--- src/rtl/cbt_pkg.sv ---
`default_nettype none

package cbt_pkg;

  // Field widths, fixed by the register and the channel payloads.
  localparam int unsigned ClockW  = 29;
  localparam int unsigned RateW   = 20;
  localparam int unsigned PerBitW = 20;
  localparam int unsigned PrescW  = 11;
  localparam int unsigned Seg1W   = 4;
  localparam int unsigned Seg2W   = 3;
  localparam int unsigned QW      = 5;

  localparam logic [ClockW-1:0] ClockReset = 29'd42000000;
  localparam logic [RateW-1:0]  MinRate    = 20'd1000;
  localparam logic [RateW-1:0]  FastRate   = 20'd1000000;
  localparam logic [QW-1:0]     MaxQFast   = 5'd10;
  localparam logic [QW-1:0]     MaxQSlow   = 5'd17;
  localparam logic [QW-1:0]     MinQ       = 5'd3;
  localparam logic [ClockW-1:0] MaxPresc   = 29'd1024;

  // A sample point above 900 permille is the same as 1000 * a >= 901 * b.
  localparam logic [15:0] SpScale = 16'd1000;
  localparam logic [15:0] SpLimit = 16'd901;

  typedef struct packed {
    logic             ok;
    logic [Seg1W-1:0] seg1_code;
    logic [Seg2W-1:0] seg2_code;
  } seg_t;

  typedef struct packed {
    logic              done;
    logic [ClockW-1:0] quotient;
    logic [RateW-1:0]  remainder;
  } div_rsp_t;

  // Segment split for a bit of (sum + 1) quanta; depends on the quanta count only.
  function automatic seg_t seg_lookup(input logic [QW-1:0] sum);
    logic [7:0]  sum8;
    logic [7:0]  s1_near;
    logic [7:0]  s1;
    logic [7:0]  s2;
    logic [15:0] lhs;
    logic [15:0] rhs;
    logic        room;
    seg_t        r;
    sum8    = {3'b000, sum};
    s1_near = (8'd7 * sum8 + 8'd3) >> 3;
    room    = sum8 > s1_near;
    lhs     = SpScale * (16'd1 + {8'h00, s1_near});
    rhs     = SpLimit * (16'd1 + {8'h00, sum8});
    if (lhs >= rhs) begin
      s1 = (8'd7 * sum8 - 8'd1) >> 3;
    end else begin
      s1 = s1_near;
    end
    s2          = sum8 - s1;
    r.ok        = room && (s1 >= 8'd1) && (s1 <= 8'd16) && (s2 >= 8'd1) && (s2 <= 8'd8);
    r.seg1_code = Seg1W'(s1 - 8'd1);
    r.seg2_code = Seg2W'(s2 - 8'd1);
    return r;
  endfunction

endpackage

`default_nettype wire

--- src/rtl/cbt_if.sv ---
`default_nettype none

interface cbt_in_if;
  logic                      valid;
  logic                      ready;
  logic [cbt_pkg::RateW-1:0] bit_rate;

  modport source (output valid, output bit_rate, input ready);
  modport sink   (input valid, input bit_rate, output ready);
endinterface

interface cbt_out_if;
  logic                       valid;
  logic                       ready;
  logic                       failed;
  logic [cbt_pkg::PrescW-1:0] prescaler;
  logic [cbt_pkg::Seg1W-1:0]  seg1_code;
  logic [cbt_pkg::Seg2W-1:0]  seg2_code;

  modport source (output valid, output failed, output prescaler, output seg1_code,
                  output seg2_code, input ready);
  modport sink   (input valid, input failed, input prescaler, input seg1_code,
                  input seg2_code, output ready);
endinterface

`default_nettype wire

--- src/rtl/cbt_div.sv ---
`default_nettype none

// Restoring radix-2 divider, one quotient bit per cycle.
module cbt_div (
  input  logic                       clk_i,
  input  logic                       rst_ni,
  input  logic                       start_i,
  input  logic [cbt_pkg::ClockW-1:0] dividend_i,
  input  logic [cbt_pkg::RateW-1:0]  divisor_i,
  output cbt_pkg::div_rsp_t          rsp_o
);
  import cbt_pkg::*;

  localparam int unsigned CntW = $clog2(ClockW);
  localparam logic [CntW-1:0] CntLast = CntW'(ClockW - 1);

  logic              busy_q;
  logic              done_q;
  logic [CntW-1:0]   cnt_q;
  logic [ClockW-1:0] quo_q;
  logic [RateW-1:0]  rem_q;
  logic [RateW-1:0]  dvs_q;

  logic [RateW:0]    partial;
  logic [RateW:0]    diff;
  logic              ge;
  logic [RateW-1:0]  rem_next;

  assign partial  = {rem_q, quo_q[ClockW-1]};
  assign diff     = partial - {1'b0, dvs_q};
  assign ge       = partial >= {1'b0, dvs_q};
  assign rem_next = ge ? diff[RateW-1:0] : partial[RateW-1:0];

  always_ff @(posedge clk_i or negedge rst_ni) begin
    if (!rst_ni) begin
      busy_q <= 1'b0;
      done_q <= 1'b0;
      cnt_q  <= '0;
    end else if (start_i) begin
      busy_q <= 1'b1;
      done_q <= 1'b0;
      cnt_q  <= '0;
    end else if (busy_q) begin
      cnt_q <= cnt_q + CntW'(1);
      if (cnt_q == CntLast) begin
        busy_q <= 1'b0;
        done_q <= 1'b1;
      end
    end else begin
      done_q <= 1'b0;
    end
  end

  always_ff @(posedge clk_i) begin
    if (start_i) begin
      quo_q <= dividend_i;
      rem_q <= '0;
      dvs_q <= divisor_i;
    end else if (busy_q) begin
      quo_q <= {quo_q[ClockW-2:0], ge};
      rem_q <= rem_next;
    end
  end

  assign rsp_o.done      = done_q;
  assign rsp_o.quotient  = quo_q;
  assign rsp_o.remainder = rem_q;

endmodule

`default_nettype wire

--- src/rtl/can_bit_timing_calculator_top.sv ---
`default_nettype none

// Channel   Direction  Handshake      Payload
// cfg       in         cfg_we_i       cfg_wdata_i: peripheral clock in Hz (29 bits)
// in_i      in         valid/ready    bit_rate (20 bits)
// out_o     out        valid/ready    failed, prescaler, seg1_code, seg2_code
//
// One beat is worked on at a time; in_i.ready is low from acceptance until the
// result has been moved into the output register.
// Each division on the shared radix-2 divider is a load and 29 steps; the cycle
// that sees one division done loads the next. A beat needs one division of the
// clock by the rate plus one division of the per-bit count for every quanta
// count tried (up to 15); a rate below 1000 fails without using the divider.
// Reset clears the control state and loads the clock register with 42 MHz.
// A stalled output holds its beat while the next input beat is taken and worked on.

module can_bit_timing_calculator_top (
  input  logic                       clk_i,
  input  logic                       rst_ni,
  input  logic                       cfg_we_i,
  input  logic [cbt_pkg::ClockW-1:0] cfg_wdata_i,
  cbt_in_if.sink                     in_i,
  cbt_out_if.source                  out_o
);
  import cbt_pkg::*;

  localparam logic [1:0] StIdle    = 2'd0;
  localparam logic [1:0] StDivRate = 2'd1;
  localparam logic [1:0] StDivQ    = 2'd2;
  localparam logic [1:0] StDone    = 2'd3;

  logic [1:0]         state_q, state_d;
  logic [ClockW-1:0]  clock_q;
  logic [QW-1:0]      q_q, q_d;
  logic [PerBitW-1:0] per_bit_q, per_bit_d;
  logic               exact_q, exact_d;

  // Result of the current beat, waiting for the output register.
  logic               res_fail_q, res_fail_d;
  logic [PrescW-1:0]  res_presc_q, res_presc_d;
  logic [Seg1W-1:0]   res_seg1_q, res_seg1_d;
  logic [Seg2W-1:0]   res_seg2_q, res_seg2_d;

  logic               out_valid_q, out_valid_d;
  logic               out_load;
  logic               out_failed_q;
  logic [PrescW-1:0]  out_presc_q;
  logic [Seg1W-1:0]   out_seg1_q;
  logic [Seg2W-1:0]   out_seg2_q;

  logic               div_start;
  logic [ClockW-1:0]  div_dividend;
  logic [RateW-1:0]   div_divisor;
  div_rsp_t           div_rsp;

  logic [QW-1:0]      q_dec;
  seg_t               seg;
  logic               presc_ok;

  cbt_div u_div (
    .clk_i      (clk_i),
    .rst_ni     (rst_ni),
    .start_i    (div_start),
    .dividend_i (div_dividend),
    .divisor_i  (div_divisor),
    .rsp_o      (div_rsp)
  );

  assign q_dec    = q_q - QW'(1);
  assign seg      = seg_lookup(q_dec);
  assign presc_ok = (div_rsp.quotient != '0) && (div_rsp.quotient <= MaxPresc);

  assign in_i.ready = (state_q == StIdle);

  always_comb begin
    state_d      = state_q;
    q_d          = q_q;
    per_bit_d    = per_bit_q;
    exact_d      = exact_q;
    res_fail_d   = res_fail_q;
    res_presc_d  = res_presc_q;
    res_seg1_d   = res_seg1_q;
    res_seg2_d   = res_seg2_q;
    out_load     = 1'b0;
    div_start    = 1'b0;
    div_dividend = clock_q;
    div_divisor  = in_i.bit_rate;

    case (state_q)
      StIdle: begin
        if (in_i.valid) begin
          if (in_i.bit_rate < MinRate) begin
            res_fail_d  = 1'b1;
            res_presc_d = '0;
            res_seg1_d  = '0;
            res_seg2_d  = '0;
            state_d     = StDone;
          end else begin
            div_start = 1'b1;
            q_d       = (in_i.bit_rate >= FastRate) ? MaxQFast : MaxQSlow;
            state_d   = StDivRate;
          end
        end
      end
      StDivRate: begin
        // The rate is met exactly when clock / per_bit gives the rate back,
        // which holds when the remainder stays below the per-bit count.
        div_dividend = div_rsp.quotient;
        div_divisor  = {{(RateW - QW){1'b0}}, q_q};
        if (div_rsp.done) begin
          per_bit_d = div_rsp.quotient[PerBitW-1:0];
          exact_d   = {{(ClockW - RateW){1'b0}}, div_rsp.remainder} < div_rsp.quotient;
          div_start = 1'b1;
          state_d   = StDivQ;
        end
      end
      StDivQ: begin
        div_dividend = {{(ClockW - PerBitW){1'b0}}, per_bit_q};
        div_divisor  = {{(RateW - QW){1'b0}}, q_dec};
        if (div_rsp.done) begin
          if (div_rsp.remainder == '0) begin
            state_d = StDone;
            if (presc_ok && seg.ok && exact_q) begin
              res_fail_d  = 1'b0;
              res_presc_d = div_rsp.quotient[PrescW-1:0];
              res_seg1_d  = seg.seg1_code;
              res_seg2_d  = seg.seg2_code;
            end else begin
              res_fail_d  = 1'b1;
              res_presc_d = '0;
              res_seg1_d  = '0;
              res_seg2_d  = '0;
            end
          end else if (q_q <= MinQ) begin
            res_fail_d  = 1'b1;
            res_presc_d = '0;
            res_seg1_d  = '0;
            res_seg2_d  = '0;
            state_d     = StDone;
          end else begin
            // Try the next smaller quanta count.
            q_d       = q_dec;
            div_start = 1'b1;
          end
        end
      end
      StDone: begin
        if (!out_valid_q || out_o.ready) begin
          out_load = 1'b1;
          state_d  = StIdle;
        end
      end
      default: begin
        state_d = StIdle;
      end
    endcase

    out_valid_d = out_load || (out_valid_q && !out_o.ready);
  end

  always_ff @(posedge clk_i or negedge rst_ni) begin
    if (!rst_ni) begin
      state_q     <= StIdle;
      clock_q     <= ClockReset;
      out_valid_q <= 1'b0;
    end else begin
      state_q     <= state_d;
      out_valid_q <= out_valid_d;
      if (cfg_we_i) begin
        clock_q <= cfg_wdata_i;
      end
    end
  end

  always_ff @(posedge clk_i) begin
    q_q         <= q_d;
    per_bit_q   <= per_bit_d;
    exact_q     <= exact_d;
    res_fail_q  <= res_fail_d;
    res_presc_q <= res_presc_d;
    res_seg1_q  <= res_seg1_d;
    res_seg2_q  <= res_seg2_d;
    if (out_load) begin
      out_failed_q <= res_fail_q;
      out_presc_q  <= res_presc_q;
      out_seg1_q   <= res_seg1_q;
      out_seg2_q   <= res_seg2_q;
    end
  end

  assign out_o.valid     = out_valid_q;
  assign out_o.failed    = out_failed_q;
  assign out_o.prescaler = out_presc_q;
  assign out_o.seg1_code = out_seg1_q;
  assign out_o.seg2_code = out_seg2_q;

endmodule

`default_nettype wire

--- src/flat_wrapper.sv ---
// flat-port wrapper written by rule: the top's interface ports become plain ports
module can_bit_timing_calculator_top_flat import cbt_pkg::*;
  (clk_i, rst_ni, cfg_we_i, cfg_wdata_i, in_i_valid, in_i_bit_rate, in_i_ready, out_o_valid, out_o_failed, out_o_prescaler, out_o_seg1_code, out_o_seg2_code, out_o_ready);
  cbt_in_if in_i_i ();
  cbt_out_if out_o_i ();
  input  logic clk_i;
  input  logic rst_ni;
  input  logic cfg_we_i;
  input  logic [cbt_pkg::ClockW-1:0] cfg_wdata_i;
  input wire logic [$bits(in_i_i.valid)-1:0] in_i_valid;
  input wire logic [$bits(in_i_i.bit_rate)-1:0] in_i_bit_rate;
  output wire logic [$bits(in_i_i.ready)-1:0] in_i_ready;
  output wire logic [$bits(out_o_i.valid)-1:0] out_o_valid;
  output wire logic [$bits(out_o_i.failed)-1:0] out_o_failed;
  output wire logic [$bits(out_o_i.prescaler)-1:0] out_o_prescaler;
  output wire logic [$bits(out_o_i.seg1_code)-1:0] out_o_seg1_code;
  output wire logic [$bits(out_o_i.seg2_code)-1:0] out_o_seg2_code;
  input wire logic [$bits(out_o_i.ready)-1:0] out_o_ready;
  assign in_i_i.valid = in_i_valid;
  assign in_i_i.bit_rate = in_i_bit_rate;
  assign in_i_ready = in_i_i.ready;
  assign out_o_valid = out_o_i.valid;
  assign out_o_failed = out_o_i.failed;
  assign out_o_prescaler = out_o_i.prescaler;
  assign out_o_seg1_code = out_o_i.seg1_code;
  assign out_o_seg2_code = out_o_i.seg2_code;
  assign out_o_i.ready = out_o_ready;
  can_bit_timing_calculator_top u_core (.clk_i(clk_i), .rst_ni(rst_ni), .cfg_we_i(cfg_we_i), .cfg_wdata_i(cfg_wdata_i), .in_i(in_i_i), .out_o(out_o_i));
endmodule
--- config.mk ---
export PLATFORM = sky130hd
export DESIGN_NAME = can_bit_timing_calculator_top_flat
export DESIGN_NICKNAME = d
export VERILOG_FILES = /design/src/rtl/cbt_pkg.sv /design/src/rtl/cbt_if.sv /design/src/rtl/cbt_div.sv /design/src/rtl/can_bit_timing_calculator_top.sv /design/src/flat_wrapper.sv
export SDC_FILE = /design/constraint.sdc
export NUM_CORES = 1
export LEC_CHECK = 0
export BUFFER_PORTS_ARGS = -buffer_cell sky130_fd_sc_hd__buf_2
export CAP_MARGIN = 20
export CORE_UTILIZATION = 55
export DETAILED_ROUTE_END_ITERATION = 8
export HOLD_SLACK_MARGIN = 0.06
export PLACE_DENSITY = 0.78
export SYNTH_ARGS = -nofsm -noshare
export SYNTH_HDL_FRONTEND = slang
export SYNTH_SLANG_ARGS = --single-unit
--- constraint.sdc ---
create_clock -name clk_i -period 32.3 [get_ports clk_i]
set_input_delay 6.46 -clock clk_i [delete_from_list [all_inputs] [get_ports clk_i]]
set_output_delay 6.46 -clock clk_i [all_outputs]
set_load 0.005 [all_outputs]
==> results <==
- The routed length on met1 is 11.60 mm.
- The final count of pins violating max slew is 0.
- The data arrival time of the critical path is 12810 ps.
- In the final layout, the share of cells above drive strength 1 is 0.1476.
- The floorplan has 52 rows.
- The clock-pin transition on the worst setup and hold timing paths is 70 ps.
- The total of cells resized after clock tree synthesis is 0.
- The H-tree generated during clock tree synthesis spans 4 levels.
- Setup violations remaining at the end of the flow were counted as 0.
- The average via count per standard cell is 5.655.
- In the detailed route, the total length drawn on met3 is 1.111 mm.
- The placed wire-length estimate after detailed placement is 18.95 mm.
- The highest-delay cell along the critical path is sky130_fd_sc_hd__xnor2_1.
- Counting distinct cell types in the post-synthesis netlist gives 70.
- The number of cells after detailed placement is 1449.
- After technology mapping, the gate count stands at 1129.
- The flow ran to the end, and the final reports show no timing, DRC or antenna violations.
- Subtracting the final worst setup slack from the clock period gives 12530 ps.
- Across all layers, the routed design uses 8386 vias.
- The largest fanout of any net on the critical path is 15.
- The remaining antenna violation count is 0.
- At the pin with the least slew margin, the transition time is 1007 ps.
- In the post-route analysis, the smallest setup slack over all paths is 19770 ps.
- The worst setup path is of the reg2reg kind.
- In this run the standard cell core region covers 0.02049 mm².
- The number of global-route vias before repair is 8421.
- TritonCTS built the clock tree.
- The critical path capture point type is a flip-flop.
- The non-filler instance count after layout is 1483.
- Fill cells in the final layout number 1640.
- The count of maximum capacitance violations is 0.
- The maximum number of pins on one net before global-route repair is 47.
- The length of routed met2 wiring is 11.73 mm.
- Counting flops with an async set or reset pin after synthesis yields a share of 0.2267.
- Static timing analysis puts the maximum clock frequency at 79.80 MHz.
- The biggest cell delay along the critical path is 780 ps.
- The total overflow left after global routing is 0.
- The number of hold buffers added after CTS was 0.
- The clock latency at the later pin of the worst-skew pair is 430 ps.
- The chip width is 147.7 µm.
- Setup repair after global routing left no endpoint under its margin.
- Relative to the synthesized area, the layout overhead comes to 10.96%.
- Averaged over all synthesized cells, the footprint is 10.34 µm².
- The final weighted congestion in routability-driven placement is 0.8913.
- The kind of start point of the critical path is a flip-flop.
- The number of endpoints with negative hold slack in the final report is 0.
- The portion of the clock cycle consumed by the worst path in the final layout is 0.3880.
- At the end of the flow, the number of nets in the layout was 1417.
- The cell area that synthesis handed to floorplanning was 0.01167 mm².
- The number of antenna diodes is 0.
- The average wire length per cell after detail routing is 16.72 µm.
- The highest metal layer with signal wires is met4.
- The violation count after the first detailed-route iteration is 561.
- The library cell appearing most often on the critical path is sky130_fd_sc_hd__inv_1.
- Input and output buffers added on the ports amount to 74.
- The DRC violations left is 0.
- The required time of the worst setup path is 32580 ps.
- No sink is reached through more buffers than the 2 on the longest clock path.
- The number of iterations in the first detailed-routing pass is 5.
- The first-pass GRT wire length is 41.70 mm.
- For this run, the register share of the synthesized area comes to 0.4095.
- The initial standard-cell utilization of the core is 0.5697.
- The area enclosed by the die boundary is 0.02181 mm².
- In the global route stage, overall resource usage came out at 0.2421.
- The vertical die dimension is 147.7 µm.
- The sum of negative setup slack is 0 ps.
- The number of storage elements in the synthesis netlist is 172.
- Yosys printed 0 warnings.
- When the netlist entered floorplanning its net count stood at 1346.
- The top-level I/O count is 75.
- Counting flops with a built-in enable in the synthesized netlist gives 113.
- The CTS sink count is 172.
- The clock tree skew after final layout is 9.963 ps.
- The top flip-flop cell by instance count after synthesis is sky130_fd_sc_hd__edfxtp_1.
- Summed over all layers, the routed wires come to 24.79 mm.
- Timing analysis after detailed placement gives a worst setup slack of 19580 ps.
- The cell at the root of the clock tree is sky130_fd_sc_hd__clkbuf_16.
- The TritonCTS buffer count is 17.
- The initial antenna violation count is 0.
- The tightest min-delay check is of the reg2reg type.
- The worst relative slew slack is 0.3285.
- The number of post-CTS setup repair buffers is 0.
==> synthesized netlist by cell type, types with 4 or more instances <==
master	number	area share
sky130_fd_sc_hd__a21o_1	21	0.014
sky130_fd_sc_hd__mux2i_1	26	0.022
sky130_fd_sc_hd__a21oi_1	95	0.041
sky130_fd_sc_hd__ha_1	142	0.15
sky130_fd_sc_hd__nand2b_1	14	0.0075
sky130_fd_sc_hd__a211oi_1	10	0.0064
sky130_fd_sc_hd__o21bai_1	6	0.0039
sky130_fd_sc_hd__nor4_1	15	0.0080
sky130_fd_sc_hd__o21ai_0	45	0.019
sky130_fd_sc_hd__nor3_1	11	0.0047
sky130_fd_sc_hd__nand2_1	60	0.019
sky130_fd_sc_hd__fa_1	21	0.036
sky130_fd_sc_hd__clkbuf_1	25	0.0080
sky130_fd_sc_hd__o22ai_1	7	0.0038
sky130_fd_sc_hd__nand3_1	20	0.0086
sky130_fd_sc_hd__o21a_1	4	0.0026
sky130_fd_sc_hd__or3_1	6	0.0032
sky130_fd_sc_hd__dfxtp_1	20	0.034
sky130_fd_sc_hd__nor2_1	84	0.027
sky130_fd_sc_hd__nor2b_1	23	0.012
sky130_fd_sc_hd__o211ai_1	6	0.0039
sky130_fd_sc_hd__edfxtp_1	113	0.29
sky130_fd_sc_hd__dfstp_2	9	0.020
sky130_fd_sc_hd__xor2_1	24	0.018
sky130_fd_sc_hd__xnor2_1	44	0.033
sky130_fd_sc_hd__o211a_1	4	0.0034
sky130_fd_sc_hd__nand4_1	11	0.0059
sky130_fd_sc_hd__a21boi_0	6	0.0039
sky130_fd_sc_hd__inv_1	128	0.041
sky130_fd_sc_hd__dfrtp_1	30	0.064
sky130_fd_sc_hd__mux2_2	31	0.030
sky130_fd_sc_hd__a31oi_1	4	0.0021
sky130_fd_sc_hd__nor2_4	9	0.0087
sky130_fd_sc_hd__and2_1	4	0.0021
==> worst max-delay path, delay by kind of cell, from the launching register on <==
kind            cells  cell delay (ps)
buf+inv             7             1040
xor+xnor            6             2190
compound gates     13             2330
flops               1              670
simple gates        9             1900
fa+ha+maj          10             4240
==> per-layer routing <==
metal	up-vias	track usage
li1	4111	-
met1	4019	0.3276
met2	226	0.4028
met3	30	0.04105
met4	0	0.06495
met5	-	0
==> state kept, by name, summed over array words and instances (netlist names), 2 cells and up <==
name,cells
u_core.q_q,5
u_core.u_div.quo_q,29
u_core.u_div.rem_q,20
u_core.per_bit_q,20
u_core.res_presc_q,11
u_core.res_seg2_q,3
u_core.u_div.dvs_q,20
u_core.clock_q,29
u_core.state_q,2
u_core.out_o.seg1_code,4
u_core.res_seg1_q,4
u_core.u_div.cnt_q,5
u_core.out_o.seg2_code,3
u_core.out_o.prescaler,11
==> kinds of logic (layout without fill, tap and decap cells) <==
family	count (synthesis)	in the layout	synth area share
AND/OR/NAND/NOR	273	273	0.1179
AO/OA/AOI/OAI	229	229	0.1214
flip-flops	172	172	0.4095
adder cells (fa/ha/maj)	165	165	0.1900
buffers and inverters	161	245	0.05348
XOR/XNOR	71	71	0.05519
multiplexers	57	57	0.05219
other	1	1	0.0003212
==> layout make-up <==
| class | instances | area [µm²] | area share |
|---|---|---|---|
| Clock buffer | 18 | 429.2 | 0.03313 |
| Inverter | 130 | 488.0 | 0.03767 |
| Timing Repair Buffer | 83 | 478.0 | 0.03689 |
| Sequential cell | 172 | 4781 | 0.3690 |
| Tap cell | 270 | 337.8 | 0.02608 |
| Clock inverter | 14 | 160.2 | 0.01236 |
| Multi-Input combinational cell | 796 | 6281 | 0.4848 |
==> cell usage in the layout (no fill, tap or decap), types with 4 or more instances in the layout <==
cell type and count:
sky130_fd_sc_hd__a211oi_1 9, sky130_fd_sc_hd__a21boi_0 6, sky130_fd_sc_hd__a21o_1 21, sky130_fd_sc_hd__a21oi_1 95, sky130_fd_sc_hd__a31oi_1 4, sky130_fd_sc_hd__and2_1 4, sky130_fd_sc_hd__buf_2 74, sky130_fd_sc_hd__buf_4 7
sky130_fd_sc_hd__clkbuf_16 17, sky130_fd_sc_hd__dfrtp_1 30, sky130_fd_sc_hd__dfstp_2 9, sky130_fd_sc_hd__dfxtp_1 20, sky130_fd_sc_hd__edfxtp_1 113, sky130_fd_sc_hd__fa_1 21, sky130_fd_sc_hd__ha_1 142, sky130_fd_sc_hd__inv_1 128
sky130_fd_sc_hd__inv_6 5, sky130_fd_sc_hd__mux2_2 31, sky130_fd_sc_hd__mux2i_1 26, sky130_fd_sc_hd__nand2_1 60, sky130_fd_sc_hd__nand2b_1 14, sky130_fd_sc_hd__nand3_1 20, sky130_fd_sc_hd__nand4_1 11, sky130_fd_sc_hd__nor2_1 83
sky130_fd_sc_hd__nor2_4 9, sky130_fd_sc_hd__nor2b_1 23, sky130_fd_sc_hd__nor3_1 11, sky130_fd_sc_hd__nor4_1 15, sky130_fd_sc_hd__o211a_1 4, sky130_fd_sc_hd__o211ai_1 6, sky130_fd_sc_hd__o21a_1 4, sky130_fd_sc_hd__o21ai_0 44
sky130_fd_sc_hd__o21bai_1 6, sky130_fd_sc_hd__o22ai_1 7, sky130_fd_sc_hd__or3_1 6, sky130_fd_sc_hd__xnor2_1 44, sky130_fd_sc_hd__xor2_1 24
==> worst paths after layout <==
kind,startpoint,endpoint,slack (ps),cells after the start
max,u_core.q_q[2],u_core.res_seg1_q[2],19770,45
min,u_core.res_presc_q[7],u_core.out_o.prescaler[7],420,0
max reg2reg,u_core.q_q[2],u_core.res_seg1_q[2],19770,45
min reg2reg,u_core.res_presc_q[7],u_core.out_o.prescaler[7],420,0
max in group asynchronous,rst_ni,u_core.u_div.busy_q,25560,1
min in group asynchronous,rst_ni,u_core.clock_q[1],6150,1
==> through the flow <==
stage	hold WS (ps)	instance area (µm²)	utilization
after detailed placement	404.5	12310	0.6007
after global placement	403.2	12310	0.6007
after floorplan	400.3	11670	-
after global routing	423.0	12950	0.6321
after CTS	420.0	12900	0.6294
final	419.0	12950	0.6321
Power is not shown: default switching activity piles up to over one toggle a cycle in this logic, so the estimate is an artifact.
